[config.mk]
export PLATFORM = sky130hd
export DESIGN_NAME = bsnf_result_fifo
export DESIGN_NICKNAME = d
export VERILOG_FILES = /design/src/rtl/bsnf_pkg.sv /design/src/rtl/bsnf_result_fifo.sv
export VERILOG_INCLUDE_DIRS = /design/src /design/src/rtl
export SDC_FILE = /design/constraint.sdc
export NUM_CORES = 1
export LEC_CHECK = 0
export BUFFER_PORTS_ARGS = -buffer_cell sky130_fd_sc_hd__clkbuf_2
export CORE_ASPECT_RATIO = 1.5
export CORE_MARGIN = 4
export CORE_UTILIZATION = 40
export DETAILED_ROUTE_END_ITERATION = 8
export GPL_TIMING_DRIVEN = 0
export SLEW_MARGIN = 25
export SYNTH_ARGS = -nofsm -noshare
export SYNTH_HDL_FRONTEND = slang
export SYNTH_SLANG_ARGS = --single-unit
export TNS_END_PERCENT = 100
[constraint.sdc]
create_clock -name clk -period 9.1 [get_ports clk]
set_clock_uncertainty 0.1 [all_clocks]
set_input_delay 1.82 -clock clk [delete_from_list [all_inputs] [get_ports clk]]
set_output_delay 1.82 -clock clk [all_outputs]
set_load 0.01 [all_outputs]
[src/rtl/binary_speck_neighbour_filter_unit_macros.svh]
// ----------------------------------------------------------------------------
// Assertion macros for the speck neighbour filter
// Clocked property checks that can be compiled out with NO_ASSERTIONS.
// ----------------------------------------------------------------------------
`ifndef BINARY_SPECK_NEIGHBOUR_FILTER_UNIT_MACROS_SVH
`define BINARY_SPECK_NEIGHBOUR_FILTER_UNIT_MACROS_SVH

`ifndef NO_ASSERTIONS

// Check a property outside reset
`define BSNF_ASSERT(label, prop) \
  label: assert property (@(posedge clk) disable iff (rst) (prop)) \
    else $error("bsnf assertion failed");

// Check a property on every edge, reset included
`define BSNF_ASSERT_ALWAYS(label, prop) \
  label: assert property (@(posedge clk) (prop)) \
    else $error("bsnf assertion failed");

`else

`define BSNF_ASSERT(label, prop)
`define BSNF_ASSERT_ALWAYS(label, prop)

`endif

`endif

[src/rtl/bsnf_pkg.sv]
// ----------------------------------------------------------------------------
// bsnf_pkg
// Shared constants, register indexes and types of the speck neighbour filter.
// ----------------------------------------------------------------------------
package bsnf_pkg;

  // Pixel format
  localparam int PIX_W = 8;
  localparam logic [PIX_W-1:0] PIX_WHITE = 8'hFF;
  localparam logic [PIX_W-1:0] PIX_BLACK = 8'h00;

  // Configuration port
  localparam int CFG_W   = 11;
  localparam int CFG_IDX_W = 2;
  localparam logic [CFG_IDX_W-1:0] REG_FRAME_WIDTH  = 2'd0;
  localparam logic [CFG_IDX_W-1:0] REG_FRAME_HEIGHT = 2'd1;

  // Frame size after reset
  localparam int RESET_WIDTH  = 640;
  localparam int RESET_HEIGHT = 480;

  // Default frame limits
  localparam int DEF_MAX_WIDTH  = 1024;
  localparam int DEF_MAX_HEIGHT = 1024;

  // Result queue depth (power of two, at least 2)
  localparam int RES_FIFO_DEPTH = 4;

  // Position of the request in flight, decoded at accept
  typedef struct packed {
    logic interior;   // neighbour (row-1, col-1) gets its final write
    logic border;     // the pixel itself lies on the frame border
    logic row_start;  // first column of a row
    logic row_end;    // last column of a row
  } bsnf_pos_t;

endpackage

[src/rtl/bsnf_result_fifo.sv]
// ----------------------------------------------------------------------------
// bsnf_result_fifo
// Small result queue: takes up to two words a cycle, gives one.
// ----------------------------------------------------------------------------
module bsnf_result_fifo import bsnf_pkg::*; #(
  parameter int WORD_W = 29,
  parameter int DEPTH  = RES_FIFO_DEPTH
) (
  input  logic              clk,
  input  logic              rst,
  input  logic [1:0]        push_n,
  input  logic [WORD_W-1:0] push_word0,
  input  logic [WORD_W-1:0] push_word1,
  output logic              room,
  output logic              pop_valid,
  input  logic              pop_ready,
  output logic [WORD_W-1:0] pop_word
);

  `include "binary_speck_neighbour_filter_unit_macros.svh"

  localparam int PTR_W = $clog2(DEPTH);
  localparam int CNT_W = $clog2(DEPTH + 1);

  logic [WORD_W-1:0] mem [DEPTH];
  logic [PTR_W-1:0]  wr_ptr;
  logic [PTR_W-1:0]  rd_ptr;
  logic [CNT_W-1:0]  count;
  logic [CNT_W-1:0]  count_next;
  logic              pop;

  // Room for a full request of two words
  always_comb begin
    room       = count <= CNT_W'(DEPTH - 2);
    pop_valid  = count != '0;
    pop_word   = mem[rd_ptr];
    pop        = pop_valid && pop_ready;
    count_next = count + CNT_W'(push_n) - CNT_W'(pop);
  end

  // Store pushed words
  always_ff @(posedge clk) begin
    if (push_n != 2'd0) begin
      mem[wr_ptr] <= push_word0;
    end
    if (push_n == 2'd2) begin
      mem[PTR_W'(wr_ptr + PTR_W'(1))] <= push_word1;
    end
  end

  // Advance pointers and occupancy
  always_ff @(posedge clk) begin
    if (rst) begin
      wr_ptr <= '0;
      rd_ptr <= '0;
      count  <= '0;
    end else begin
      wr_ptr <= PTR_W'(wr_ptr + PTR_W'(push_n));
      rd_ptr <= PTR_W'(rd_ptr + PTR_W'(pop));
      count  <= count_next;
    end
  end

  `BSNF_ASSERT(a_fifo_bound, count <= CNT_W'(DEPTH))
  `BSNF_ASSERT(a_push_has_room, (push_n != 2'd0) |-> room)
  `BSNF_ASSERT(a_push_code, push_n != 2'd3)

endmodule

---- Word-level counts from Yosys, hierarchy flattened ----
Memory sizes are Yosys's and may differ from the RTL's. A register that Yosys moved wholly into a read port is not among the register bits.
Cells that the tools add are included.
operators by class
  equality and inequality tests ........... 1
  order comparisons ....................... 1
  reduce and logical (&&, ||, !) cells .... 3
  mux-type cells .......................... 5
  add/subtract/negate cells ............... 5
operator list
  operator                                                                number
  1-bit two-way mux                                                       4
  3-bit by 2-bit adder with 3-bit output                                  1
  3-bit by 2-bit <= comparator with 1-bit output (second input constant)  1
  3-bit nonzero test                                                      1
  3-bit by 1-bit subtractor with 3-bit output                             1
  2-bit by 1-bit adder with 2-bit output                                  1
  2-bit by 1-bit adder with 2-bit output (second input constant)          1
  2-bit adder                                                             1
  2-bit equality test (second input constant)                             1
  2-bit two-way mux                                                       1
  2-bit nonzero test                                                      1
  1-bit logical AND                                                       1
word-level totals
  memory bits (writable) .................. 116
  word-level logic and storage cells ...... 19
  bits in registers ....................... 7
  memories ................................ 1
memories
  name  words  bits a word  rd ports  clocked after memory_dff  wr ports  RTL line                source
  mem   4      29           1         1                         2         bsnf_result_fifo.sv:25  logic [WORD_W-1:0] mem [DEPTH];

---- Logic depth before layout (Yosys ltp) ----
  depth in word-level cells ............... 4
  depth in mapped cells ................... 7
  gate-level depth less buffers ........... 7

---- Least setup slack after synthesis ----
Ideal clock, no wire load.
  kind .................................... input port to flip-flop
  from .................................... in push_n[1]
  to ...................................... mem mem[0][0] (enable)
  required time ........................... 8.545 ns
  path slack .............................. 4.414 ns
  stages on the path ...................... 3
  arrival time ............................ 4.130 ns
  path through ............................ buf_2 > o21bai_1 > o21ai_0
RTL lines
  what         RTL line                source
  from (decl)  bsnf_result_fifo.sv:11  input logic [1:0] push_n,
  to (decl)    bsnf_result_fifo.sv:25

==> metrics <==
outcome=completed; DRC viols=0; Main synth FF type=edfxtp_1; antenna violations before repair=0; Crit Path Max Fanout=10; critical-path cell list=buf_1 > mux4_2 > clkbuf_2; async set-reset flop share out of synthesis=0; root buffer selected by CTS=clkbuf_16; Pins Over Slew Limit=0; total CTS buffers=17; largest family of logic cells by synthesized area=multiplexers; Hold Path Stages=2; Setup TNS Final=0 ns; Non-Filler Instances=648; DPL Wire Length=9103 um; via count=3418; RR Endpoint=mem[2][15]; initial cell density of the core=0.4108; TritonCTS clock tree=done; CP arrival=1.99 ns; IO Port Bufs=91; CTS Sinks=123; Hold Path Sink=rd_ptr[1]; Max transition margin=0.4756; chip height=158.6 um; final setup vio count=0; critical path startpoint category=flop; compound-cell area share of the yosys netlist=0.006824; Tot GR Track Use=0.1672; Max Fclk=255.5 MHz; max_cap viols=0; most common cell in the netlist=edfxtp_1; 1st-pass router iterations=4; # H-tree levels=4; Non-Filler Cell Area, Final=0.007458 mm^2; period utilization=0.4301; Util after Layout=0.5064; post-CTS setup buffer count=0; pin count of the biggest net entering global routing=18; Die Wd=108.4 um; ratio of cells with drive above 1 in the final layout=0.6482; CTS clk-pin slew, worst paths=0.05 ns; WP buf/inv=2; Mapped Cells=326; critical path's top delay family=buffers and inverters; CP Data Required Time=7.18 ns; placed cell count=617; CTS Buffer Depth=2; Yosys warning total=0; n_diodes=0; Hold Path Class=flop to flop; crit path time final=3.914 ns; CP peak stage delay=0.62 ns; area of the core=0.01473 mm^2; Worst setup EP type=output port; slowest stage cell, crit path=buf_1; post-DR vias/cell=5.275; num rows=54; die area=0.01720 mm^2; simple-gate share of the synthesized area=0.01820; P&R area growth vs syn=23.26%; kind of critical path=flop to output port; mux cell area share after synthesis=0.3371; Total Routed Length=13690 um; area share of fa/ha/maj cells after synthesis=0.009512; Synth area leaders=edfxtp_1, mux2_2, mux4_2, mux2_4, dfxtp_1; xor-xnor portion of the synthesized cell area=0.007651; leakage=2.700 nW; top cells by count, synth=edfxtp_1, mux2_2, mux4_2, buf_2, mux2_4; worst reg2reg startpoint=wr_ptr[1]; Synth cell types=28; drt initial violations=112; I/O pins=94; Worst-Margin Slew=0.7865 ns; Yosys reg bits=123; nets@finish=507; peak supply drop=0.1220 mV; FF-to-FF path depth=4; Clk Latency, worst-skew pair=0.40 ns; synthesized area per cell=18.56 um^2; Seq/Total Area, Yosys=0.5988; vias in the first global route=3753; Final Hold Fails=0; Post-synth EDFFs=116; first-pass GRT wire length=20850 um; RSZ-0062 raised after global routing=false; Cell Pwr Density=233.6 mW/mm^2; worst hold margin=0.6149 ns; Hold-fix buffers, CTS=0; min-delay src=rd_ptr[1]; wire length per cell=21.12 um; placed instance area=0.006899 mm^2; cts repair resizes=0; Placer Congestion=0.7330; GRT overflow=0; largest area contributor in the netlist=edfxtp_1; R2R Setup Slk=7.02 ns; Syn Nets=393; ANT nets after route=0; Yosys top cell area share=0.5757; Cell Area, Synth=0.006051 mm^2
## metal layers
layer,track usage,share of wire,vias up
met3,0.03732,0.026,13
met1,0.1968,0.41,1773
met2,0.2971,0.54,72
met5,0,0,-
met4,0.06197,0.021,0
li1,-,-,1560
## cells by family after synthesis
logic type               count (synthesis)
AND/OR/NAND/NOR                         17
multiplexers                           149
flip-flops                             123
adder cells (fa/ha/maj)                  4
buffers and inverters                   25
XOR/XNOR                                 2
AO/OA/AOI/OAI                            6
## cell usage in the layout, fill, tap and decap left out, drive strengths merged, types with 2 or more instances in the layout
cell and instances:
and4bb 2, mux4 29, edfxtp 116, nor2b 4, ha 3, dfxtp 7, inv 4, o21bai 2
clkinv 6, nor2 8, clkinvlp 4, clkbuf 111, buf 24, bufinv 2, mux2i 2, mux2 118
## report_power, final
part	internal [W]	switching, W	total, W
combinational	0.000198	0.000192	0.000391
sequential	0.000695	0.0000206	0.000716
clock	0.000399	0.000237	0.000636
## worst max-delay path by stage
stage,slack (ns),cells after the start,endpoint,start
2_1_floorplan,4.41,3,mem[0][0],push_n[1]
4_1_cts,5.13,4,pop_word[15],rd_ptr[0]
3_3_place_gp,2.24,3,mem[0][13],push_n[0]
5_1_grt,5.04,4,pop_word[15],rd_ptr[0]
3_5_place_dp,5.42,5,mem[2][13],push_n[0]
6_report,5.19,3,pop_word[15],rd_ptr[1]
## area by class of cell
type,instances,area [um^2]
buffer,21,117.6
clock buffer,19,432.9
clock inverter,12,126.4
fill,1316,7271
inverter,4,15.01
multi-input combinational,178,2332
sequential,123,3623
tap,196,245.2
timing repair buffer,95,565.5
## stage by stage
step | setup WS (ns) | total power, W
final | 5.186 | 0.001742
after global routing | 5.044 | 0.001822
after CTS | 5.127 | 0.001766
after detailed placement | 5.424 | 0.001130
after global placement | 2.241 | 0.001108
after floorplan | 4.414 | 0.0009717
## state kept, by name, summed over array words and instances, names as in the netlist
| register | flops |
|---|---|
| count | 3 |
| rd_ptr | 2 |
| wr_ptr | 2 |
| mem | 116 |
## worst reg2reg max path, delay by kind of cell, from the launching register on
kind                   cells  cell delay, ns
AOI/OAI and AO/OA          1            0.35
and+or+nand+nor            1            0.36
DFF                        1            0.42
buffers and inverters      2            0.54
(Power assumes the default switching activity.)
