**config.mk**
```make
export PLATFORM = sky130hd
export DESIGN_NAME = bsnf_window
export DESIGN_NICKNAME = d
export VERILOG_FILES = /design/src/rtl/binary_speck_neighbour_filter_unit_macros.svh /design/src/rtl/bsnf_pkg.sv /design/src/rtl/bsnf_window.sv
export SDC_FILE = /design/constraint.sdc
export NUM_CORES = 1
export LEC_CHECK = 0
export ABC_AREA = 1
export BUFFER_PORTS_ARGS = -buffer_cell sky130_fd_sc_hd__buf_2
export CAP_MARGIN = 20
export CORE_UTILIZATION = 53
export CTS_CLUSTER_DIAMETER = 40
export CTS_CLUSTER_SIZE = 24
export DETAILED_ROUTE_END_ITERATION = 8
export PLACE_DENSITY_LB_ADDON = 0.1
export SLEW_MARGIN = 0
export SYNTH_ARGS = -nofsm -noshare
export SYNTH_HDL_FRONTEND = slang
export SYNTH_SLANG_ARGS = --single-unit
```
**constraint.sdc**
```tcl
create_clock -name clk -period 7.28 [get_ports clk]
set_input_delay 0 -clock clk [delete_from_list [all_inputs] [get_ports clk]]
set_output_delay 0 -clock clk [all_outputs]
set_load 0.03 [all_outputs]
```
**src/rtl/binary_speck_neighbour_filter_unit_macros.svh**
```systemverilog
// ----------------------------------------------------------------------------
// Assertion macros for the speck neighbour filter
// Clocked property checks that can be compiled out with NO_ASSERTIONS.
// ----------------------------------------------------------------------------
`ifndef BINARY_SPECK_NEIGHBOUR_FILTER_UNIT_MACROS_SVH
`define BINARY_SPECK_NEIGHBOUR_FILTER_UNIT_MACROS_SVH

`ifndef NO_ASSERTIONS

// Check a property outside reset
`define BSNF_ASSERT(label, prop) \
  label: assert property (@(posedge clk) disable iff (rst) (prop)) \
    else $error("bsnf assertion failed");

// Check a property on every edge, reset included
`define BSNF_ASSERT_ALWAYS(label, prop) \
  label: assert property (@(posedge clk) (prop)) \
    else $error("bsnf assertion failed");

`else

`define BSNF_ASSERT(label, prop)
`define BSNF_ASSERT_ALWAYS(label, prop)

`endif

`endif

```
**src/rtl/bsnf_pkg.sv**
```systemverilog
// ----------------------------------------------------------------------------
// bsnf_pkg
// Shared constants, register indexes and types of the speck neighbour filter.
// ----------------------------------------------------------------------------
package bsnf_pkg;

  // Pixel format
  localparam int PIX_W = 8;
  localparam logic [PIX_W-1:0] PIX_WHITE = 8'hFF;
  localparam logic [PIX_W-1:0] PIX_BLACK = 8'h00;

  // Configuration port
  localparam int CFG_W   = 11;
  localparam int CFG_IDX_W = 2;
  localparam logic [CFG_IDX_W-1:0] REG_FRAME_WIDTH  = 2'd0;
  localparam logic [CFG_IDX_W-1:0] REG_FRAME_HEIGHT = 2'd1;

  // Frame size after reset
  localparam int RESET_WIDTH  = 640;
  localparam int RESET_HEIGHT = 480;

  // Default frame limits
  localparam int DEF_MAX_WIDTH  = 1024;
  localparam int DEF_MAX_HEIGHT = 1024;

  // Result queue depth (power of two, at least 2)
  localparam int RES_FIFO_DEPTH = 4;

  // Position of the request in flight, decoded at accept
  typedef struct packed {
    logic interior;   // neighbour (row-1, col-1) gets its final write
    logic border;     // the pixel itself lies on the frame border
    logic row_start;  // first column of a row
    logic row_end;    // last column of a row
  } bsnf_pos_t;

endpackage

```
**src/rtl/bsnf_window.sv**
```systemverilog
// ----------------------------------------------------------------------------
// bsnf_window
// 3x3 neighbourhood around (row-1, col-1), speck decision, write-back to the
// line memories and formatting of the result words.
// ----------------------------------------------------------------------------
module bsnf_window import bsnf_pkg::*; #(
  parameter int COL_W = 10,
  parameter int ROW_W = 10,
  parameter int RES_W = ROW_W + COL_W + PIX_W + 1
) (
  input  logic             clk,
  input  logic             rst,
  input  logic             fire,
  input  bsnf_pos_t        pos,
  input  logic [ROW_W-1:0] row,
  input  logic [COL_W-1:0] col,
  input  logic [PIX_W-1:0] pixel,
  input  logic [PIX_W-1:0] fin_rdata,
  input  logic [PIX_W-1:0] mid_rdata,
  output logic             fin_we,
  output logic [COL_W-1:0] fin_waddr,
  output logic [PIX_W-1:0] fin_wdata,
  output logic             mid_we,
  output logic [COL_W-1:0] mid_waddr,
  output logic [PIX_W-1:0] mid_wdata,
  output logic [1:0]       res_n,
  output logic [RES_W-1:0] res_word0,
  output logic [RES_W-1:0] res_word1
);

  // Window columns c-1 and c-2 of the three rows
  logic [PIX_W-1:0] fin_d1;
  logic [PIX_W-1:0] fin_d2;
  logic [PIX_W-1:0] mid_d1;
  logic [PIX_W-1:0] mid_left;
  logic [PIX_W-1:0] inc_d1;
  logic [PIX_W-1:0] inc_d2;

  // Last column of the finished row, written at the next row start
  logic             tail_pending;
  logic [COL_W-1:0] tail_addr;
  logic [PIX_W-1:0] tail_value;

  logic [7:0]       zero_vec;
  logic [3:0]       zeros;
  logic             do_fill;
  logic [PIX_W-1:0] center;
  logic [RES_W-1:0] inner_word;
  logic [RES_W-1:0] edge_word;

  // Count black neighbours and decide the fill
  always_comb begin
    zero_vec = {fin_d2 == PIX_BLACK, fin_d1 == PIX_BLACK, fin_rdata == PIX_BLACK,
                mid_left == PIX_BLACK, mid_rdata == PIX_BLACK,
                inc_d2 == PIX_BLACK, inc_d1 == PIX_BLACK, pixel == PIX_BLACK};
    zeros    = 4'($countones(zero_vec));
    do_fill  = pos.interior && (mid_d1 != PIX_WHITE) &&
               (zeros != 4'd0) && (zeros != 4'd8);
    center   = do_fill ? PIX_WHITE : mid_d1;
  end

  // Write back the final middle value and the incoming pixel
  always_comb begin
    fin_we    = fire && (!pos.row_start || tail_pending);
    fin_waddr = pos.row_start ? tail_addr : COL_W'(col - COL_W'(1));
    fin_wdata = pos.row_start ? tail_value : center;
    mid_we    = fire;
    mid_waddr = col;
    mid_wdata = pixel;
  end

  // Format results: interior write first, border write second
  always_comb begin
    inner_word = {ROW_W'(row - ROW_W'(1)), COL_W'(col - COL_W'(1)), center,
                  !pos.border};
    edge_word  = {row, col, pixel, 1'b1};
    res_n      = 2'd0;
    res_word0  = edge_word;
    res_word1  = edge_word;
    if (fire) begin
      res_n = 2'({1'b0, pos.interior} + {1'b0, pos.border});
      if (pos.interior) begin
        res_word0 = inner_word;
      end
    end
  end

  // Advance the window
  always_ff @(posedge clk) begin
    if (fire) begin
      fin_d2   <= fin_d1;
      fin_d1   <= fin_rdata;
      mid_d1   <= mid_rdata;
      mid_left <= center;
      inc_d2   <= inc_d1;
      inc_d1   <= pixel;
      if (pos.row_end) begin
        tail_addr  <= col;
        tail_value <= mid_rdata;
      end
    end
  end

  // Track the deferred last-column write
  always_ff @(posedge clk) begin
    if (rst) begin
      tail_pending <= 1'b0;
    end else if (fire) begin
      if (pos.row_end) begin
        tail_pending <= 1'b1;
      end else if (pos.row_start) begin
        tail_pending <= 1'b0;
      end
    end
  end

endmodule

```
## Word level (Yosys, flattened, before mapping)

Cells that the tools add are included.
Widths: inputs -> output; s select.

| cells by class | value |
|---|---|
| bitwise operators | 0 |
| multiply operators | 0 |
| shifts and indexed selects | 0 |
| reduce and logical (&&, ||, !) cells | 19 |
| magnitude comparators | 0 |
| eq/ne operators | 2 |
| div/mod/pow operators | 0 |
| muxes and demuxes | 8 |
| add/sub/neg operators | 10 |

Operators with widths:

| operator | number |
|---|---|
| $logic_not 8->1 | 8 |
| $mux 29 | 2 |
| $sub 10x1->10 const B | 2 |
| $mux 8 | 2 |
| $add 1x1->2 | 5 |
| $mux 10 | 1 |
| $ne 8x8->1 const B | 1 |
| $add 2x2->3 | 2 |
| $add 3x3->4 | 1 |
| $logic_and 1x1->1 | 4 |
| $ne 4x4->1 const B | 1 |
| $reduce_and 2->1 | 2 |
| $reduce_bool 4->1 | 1 |
| $logic_not 1->1 | 2 |
| $mux 1 | 2 |
| $mux 2 | 1 |
| $reduce_bool 2->1 | 1 |
| $logic_or 1x1->1 | 1 |

| word-level totals | value |
|---|---|
| RAM bits | 0 |
| memories | 0 |
| bits in read-only memories | 0 |
| register bits after elaboration | 67 |
| output and inout port bits | 98 |
| latch bits | 0 |
| bits of input ports | 51 |
| logic and storage cells | 48 |

## Longest topological paths before layout

| depth | value |
|---|---|
| depth after elaboration | 10 |
| depth in mapped cells | 16 |
| depth with buffers taken out | 16 |

## Worst setup path before layout

Ideal clock, no wire load.

| timing | value |
|---|---|
| kind | register to register |
| start | register inc_d1[1] |
| end | register mid_left[0], data pin |
| period minus slack after synthesis | 3692 ps |
| arrival time | 3416 ps |
| stages on the path, launching flop included | 15 |
| data required time | 7005 ps |
| path buffers | 0 |
| setup time | 275 ps |
| path slack | 3588 ps |
| path through | edfxtp_1 nor4_1 nand2_1 fa_1 fa_1 inv_1 fa_1 ha_1 inv_1 fa_1 inv_1 nor2_1 nand3_1 nand3_1 nand2_1 |

| on the way | value |
|---|---|
| word-level cells in the longest chain between the ends | 8 |
| elaborated cells between the ends (all ways) | 9 |
| classes of those cells | add/sub: 3; eq/ne: 1; mux: 1; reduce/logical: 4 |

RTL lines:

| element | RTL line | RTL |
|---|---|---|
| start: declaration | bsnf_window.sv:36 | `logic [PIX_W-1:0] inc_d1;` |
| start signal: assignment | bsnf_window.sv:96 | `inc_d1 <= pixel;` |
| $logic_not 8->1 * | bsnf_window.sv:55 | `inc_d2 == PIX_BLACK, inc_d1 == PIX_BLACK, pixel == PIX_BLACK};` |
| $add 1x1->2 (implied by the code) * | bsnf_window.sv:56 | `zeros = 4'($countones(zero_vec));` |
| $add 2x2->3 (implied by the code) * | bsnf_window.sv:56 |  |
| $add 3x3->4 (implied by the code) * | bsnf_window.sv:56 |  |
| $reduce_bool 4->1 | bsnf_window.sv:58 | `(zeros != 4'd0) && (zeros != 4'd8);` |
| $logic_and 1x1->1 | bsnf_window.sv:57 | `do_fill = pos.interior && (mid_d1 != PIX_WHITE) &&` |
| $logic_and 1x1->1 * | bsnf_window.sv:58 |  |
| $mux 8 * | bsnf_window.sv:59 | `center = do_fill ? PIX_WHITE : mid_d1;` |
| named net center[0] | bsnf_window.sv:47 | `logic [PIX_W-1:0] center;` |
| end signal: assignment | bsnf_window.sv:94 | `mid_left <= center;` |
| end: declaration | bsnf_window.sv:35 | `logic [PIX_W-1:0] mid_left;` |

Mark *: on every way through the listed nets, which the timed path passes. The rest lies on a longest branch.
A chain may end at the register's enable or synchronous reset.

## Worst setup path in the final report

| timing | value |
|---|---|
| start | input pixel[0] |
| end | output res_word0[3] |

| on the way | value |
|---|---|
| word-level cells in the longest chain between the ends | 10 |
| elaborated cells between the ends (all ways) | 11 |
| classes of those cells | add/sub: 3; eq/ne: 1; mux: 3; reduce/logical: 4 |

RTL lines:

| element | RTL line | RTL |
|---|---|---|
| start: declaration | bsnf_window.sv:17 | `input logic [PIX_W-1:0] pixel,` |
| $logic_not 8->1 * | bsnf_window.sv:55 |  |
| $add 1x1->2 (implied by the code) * | bsnf_window.sv:56 |  |
| $add 2x2->3 (implied by the code) * | bsnf_window.sv:56 |  |
| $add 3x3->4 (implied by the code) * | bsnf_window.sv:56 |  |
| $reduce_bool 4->1 | bsnf_window.sv:58 |  |
| $logic_and 1x1->1 | bsnf_window.sv:57 |  |
| $logic_and 1x1->1 * | bsnf_window.sv:58 |  |
| $mux 8 * | bsnf_window.sv:59 |  |
| named net center[2] | bsnf_window.sv:47 |  |
| $mux 29 * | bsnf_window.sv:82 | `if (pos.interior) begin` |
| $mux 29 * | bsnf_window.sv:80 | `if (fire) begin` |
| end: declaration | bsnf_window.sv:27 | `output logic [RES_W-1:0] res_word0,` |

Marks and branches as above.

==> flow_metrics.tcl <==
set metrics [dict create \
    ios 149 \
    intPower_uw 678 \
    final_nets 596 \
    wl_per_cell_um 12.6 \
    die_x_um 85.5 \
    cts.path.max_buffers 2 \
    dieArea_um2 7310 \
    required_ps 7280 \
    clk_latency_ps 340 \
    cellPowerDensity_nw_per_um2 208 \
    cpMaxStageDelayCell "fa_1" \
    finalClockSkew_ps 9.79 \
    dp_hpwl_mm 5.43 \
    power.switching_uw 300 \
    synth_top_family_by_area "simple AND/OR/NAND/NOR gates" \
    syn_inst 395 \
    period_share_pct 61.7 \
    grt_pass1_vias 2759 \
    p_sw_share_pct 30.6 \
    tritoncts "yes" \
    syn_nets 455 \
    met2_usage_pct 37.7 \
    synth_warnings 0 \
    slew_violations 0 \
    synth_seq_area_share_pct 54.2 \
    setup_tns_ps 0 \
    finalCriticalPeriod_ps 4490 \
    cts_resized 0 \
    relSlewSlack_pct 51.3 \
    cts_made_buffers 9 \
    syn_avg_cell_area_um2 9.36 \
    fin_area_um2 4710 \
    cts.sinks 67 \
    antenna_found_initial 0 \
    ys_ff_latch 67 \
    layout_commonest_cell "buf_2" \
    holdCritPathClass "in -> out" \
    root_buffer "clkbuf_8" \
    finalWirelength_mm 7.80 \
    io_buffers 147 \
    cp.arrival_ps 4490 \
    status "finished clean" \
    n_antenna_cell 0 \
    max_stage_delay_ps 540 \
    power.total_uw 978 \
    hold_viol 0 \
    via_count 2980 \
    start_util_pct 54.7 \
    antenna_left 0 \
    criticalPathCategory "in -> out" \
    drive_gt1_share_pct 31.2 \
    crit_fanout 8 \
    top_usage_layer "met2" \
    drt_iter0_markers 157 \
    setup_viol 0 \
    synthMuxAreaShare_pct 0 \
    synth_adder_area_share_pct 3.86 \
    place_area_um2 4150 \
    grt_overflow 0 \
    cap_violations 0 \
    synth_cell_types 28 \
    combPwrFrac_pct 21.5 \
    grt_max_degree 51 \
    start_kind "input port" \
    drc 0 \
    cp_top_family "adder cells" \
    cts_setup_buffers 0 \
    dp.cells 569 \
    grt_pass1_wl_mm 12.3 \
    htree_num_levels 3 \
    syn_to_final_growth_pct 27.4 \
    peakVddDrop_uv 121 \
    crit_path_end_kind "output pin" \
    synth_area_um2 3700 \
    layout_common_cells "buf_2 (147), nand2_1 (141), edfxtp_1 (66)" \
    yosys.area_share.simple_pct 22.3 \
    max_freq_mhz 223 \
    gp_congestion 0.749 \
    globalRouteMet3Util_pct 6.06 \
    worstPathCellList "dlygate4sd3_1 -> buf_2 -> nor4_1 -> nand2_1 -> fa_1 -> fa_1 -> inv_1 -> fa_1 -> ha_1 -> inv_1 -> fa_1 -> inv_1 -> nor2_1 -> nand3_1 -> nand3_1 -> nand2_1 -> nand2_1 -> nand2_1 -> buf_2" \
    synth-xor-area-share_pct 2.13 \
    die_h_um 85.5 \
    stdcell_count 621 \
    via_per_inst 4.80 \
    rsz0062_at_grt "no" \
    row_count 30 \
    clkPwrFrac_pct 30.9 \
    track_usage_pct 22.0 \
    worst_slew_pin_slew_ps 730 \
    firstDrtPassIters 4 \
    path_buf_inv 6 \
    use_met1_pct 27.4 \
    synth-compound-area-share_pct 2.03 \
    core_area_um2 6760 \
    power.leakage_uw 0.00231 \
    p_seq_share_pct 47.6 \
]
==> final timing paths <==
| path | startpoint | endpoint | slack, ps | cells past startpoint |
|---|---|---|---|---|
| max reg2reg | inc_d1[1] | mid_left[1] | 3270 | 14 |
| min | row[4] | res_word1[23] | 270 | 2 |
| max | pixel[0] | res_word0[3] | 2790 | 19 |
| min reg2reg | fin_d1[6] | fin_d2[6] | 450 | 0 |
==> per-layer routing <==
metal	routed length, um	up-vias
li1	-	1514
met1	3440	1357
met3	476	10
met5	0	-
met4	106	0
met2	3780	99
==> Yosys cell counts (all sizes together) <==
master / number / area share (%)
nand2: 142 / 15
edfxtp: 66 / 54
buf: 50 / 10
inv: 47 / 4.9
nor2: 18 / 2.1
nor4: 16 / 2.7
o21ai: 14 / 1.9
nand3: 9 / 1.6
xor2: 9 / 2.1
ha: 5 / 1.7
clkbuf: 4 / 0.41
fa: 4 / 2.2
and2: 3 / 0.51
nand4: 2 / 0.34
a21oi: 1 / 0.14
clkinv: 1 / 0.10
conb: 1 / 0.10
dfxtp: 1 / 0.54
nand3b: 1 / 0.30
nor3: 1 / 0.14
==> flip-flops by register name (all words and copies together), names as in the netlist <==
register      count
inc_d2            8
fin_d2            8
inc_d1            8
tail_pending      1
mid_left          8
fin_d1            8
tail_value        8
mid_d1            8
tail_addr        10
==> through the flow <==
step / hold WS [ps] / worst slack (ps) / utilization, %
after global placement: 156 / 3250 / 61.5
after detailed placement: 158 / 3160 / 61.5
after CTS: 275 / 2740 / 69.7
after global routing: 279 / 2480 / 69.7
final: 275 / 2790 / 69.7
after floorplan: 69.1 / 3590 / -
==> final cells by class <==
class / instances / area [um^2]
clock buffers: 10 / 128
fillers: 554 / 2050
multi-input cells: 226 / 1120
repair buffers: 184 / 1100
inverters: 48 / 185
clock inverters: 6 / 65.1
well taps: 80 / 100
flip-flops and latches: 67 / 2000
==> power groups by stage <==
stage	combinational, uW	clock, uW	sequential, uW
2_1_floorplan	143	0	471
3_3_place_gp	193	0	473
3_5_place_dp	195	0	474
4_1_cts	211	306	466
5_1_grt	228	323	467
6_report	211	302	465
==> what timing repair did <==
action / CTS / global route
endpoints found under the hold margin: 43 / 0
hold buffers: 36 / 0
endpoints found under the setup margin: 0 / 0
==> kinds of logic (layout without fill, tap and decap cells) <==
kind of cell               count (synthesis)  count (layout)
xor gates and xnor gates                   9               9
adders and majority gates                  9               9
AOI/OAI and AO/OA                         15              15
other                                      1               1
and+or+nand+nor                          192             192
DFF                                       67              67
buffers and inverters                    102             248
(Power assumes the default switching activity.)
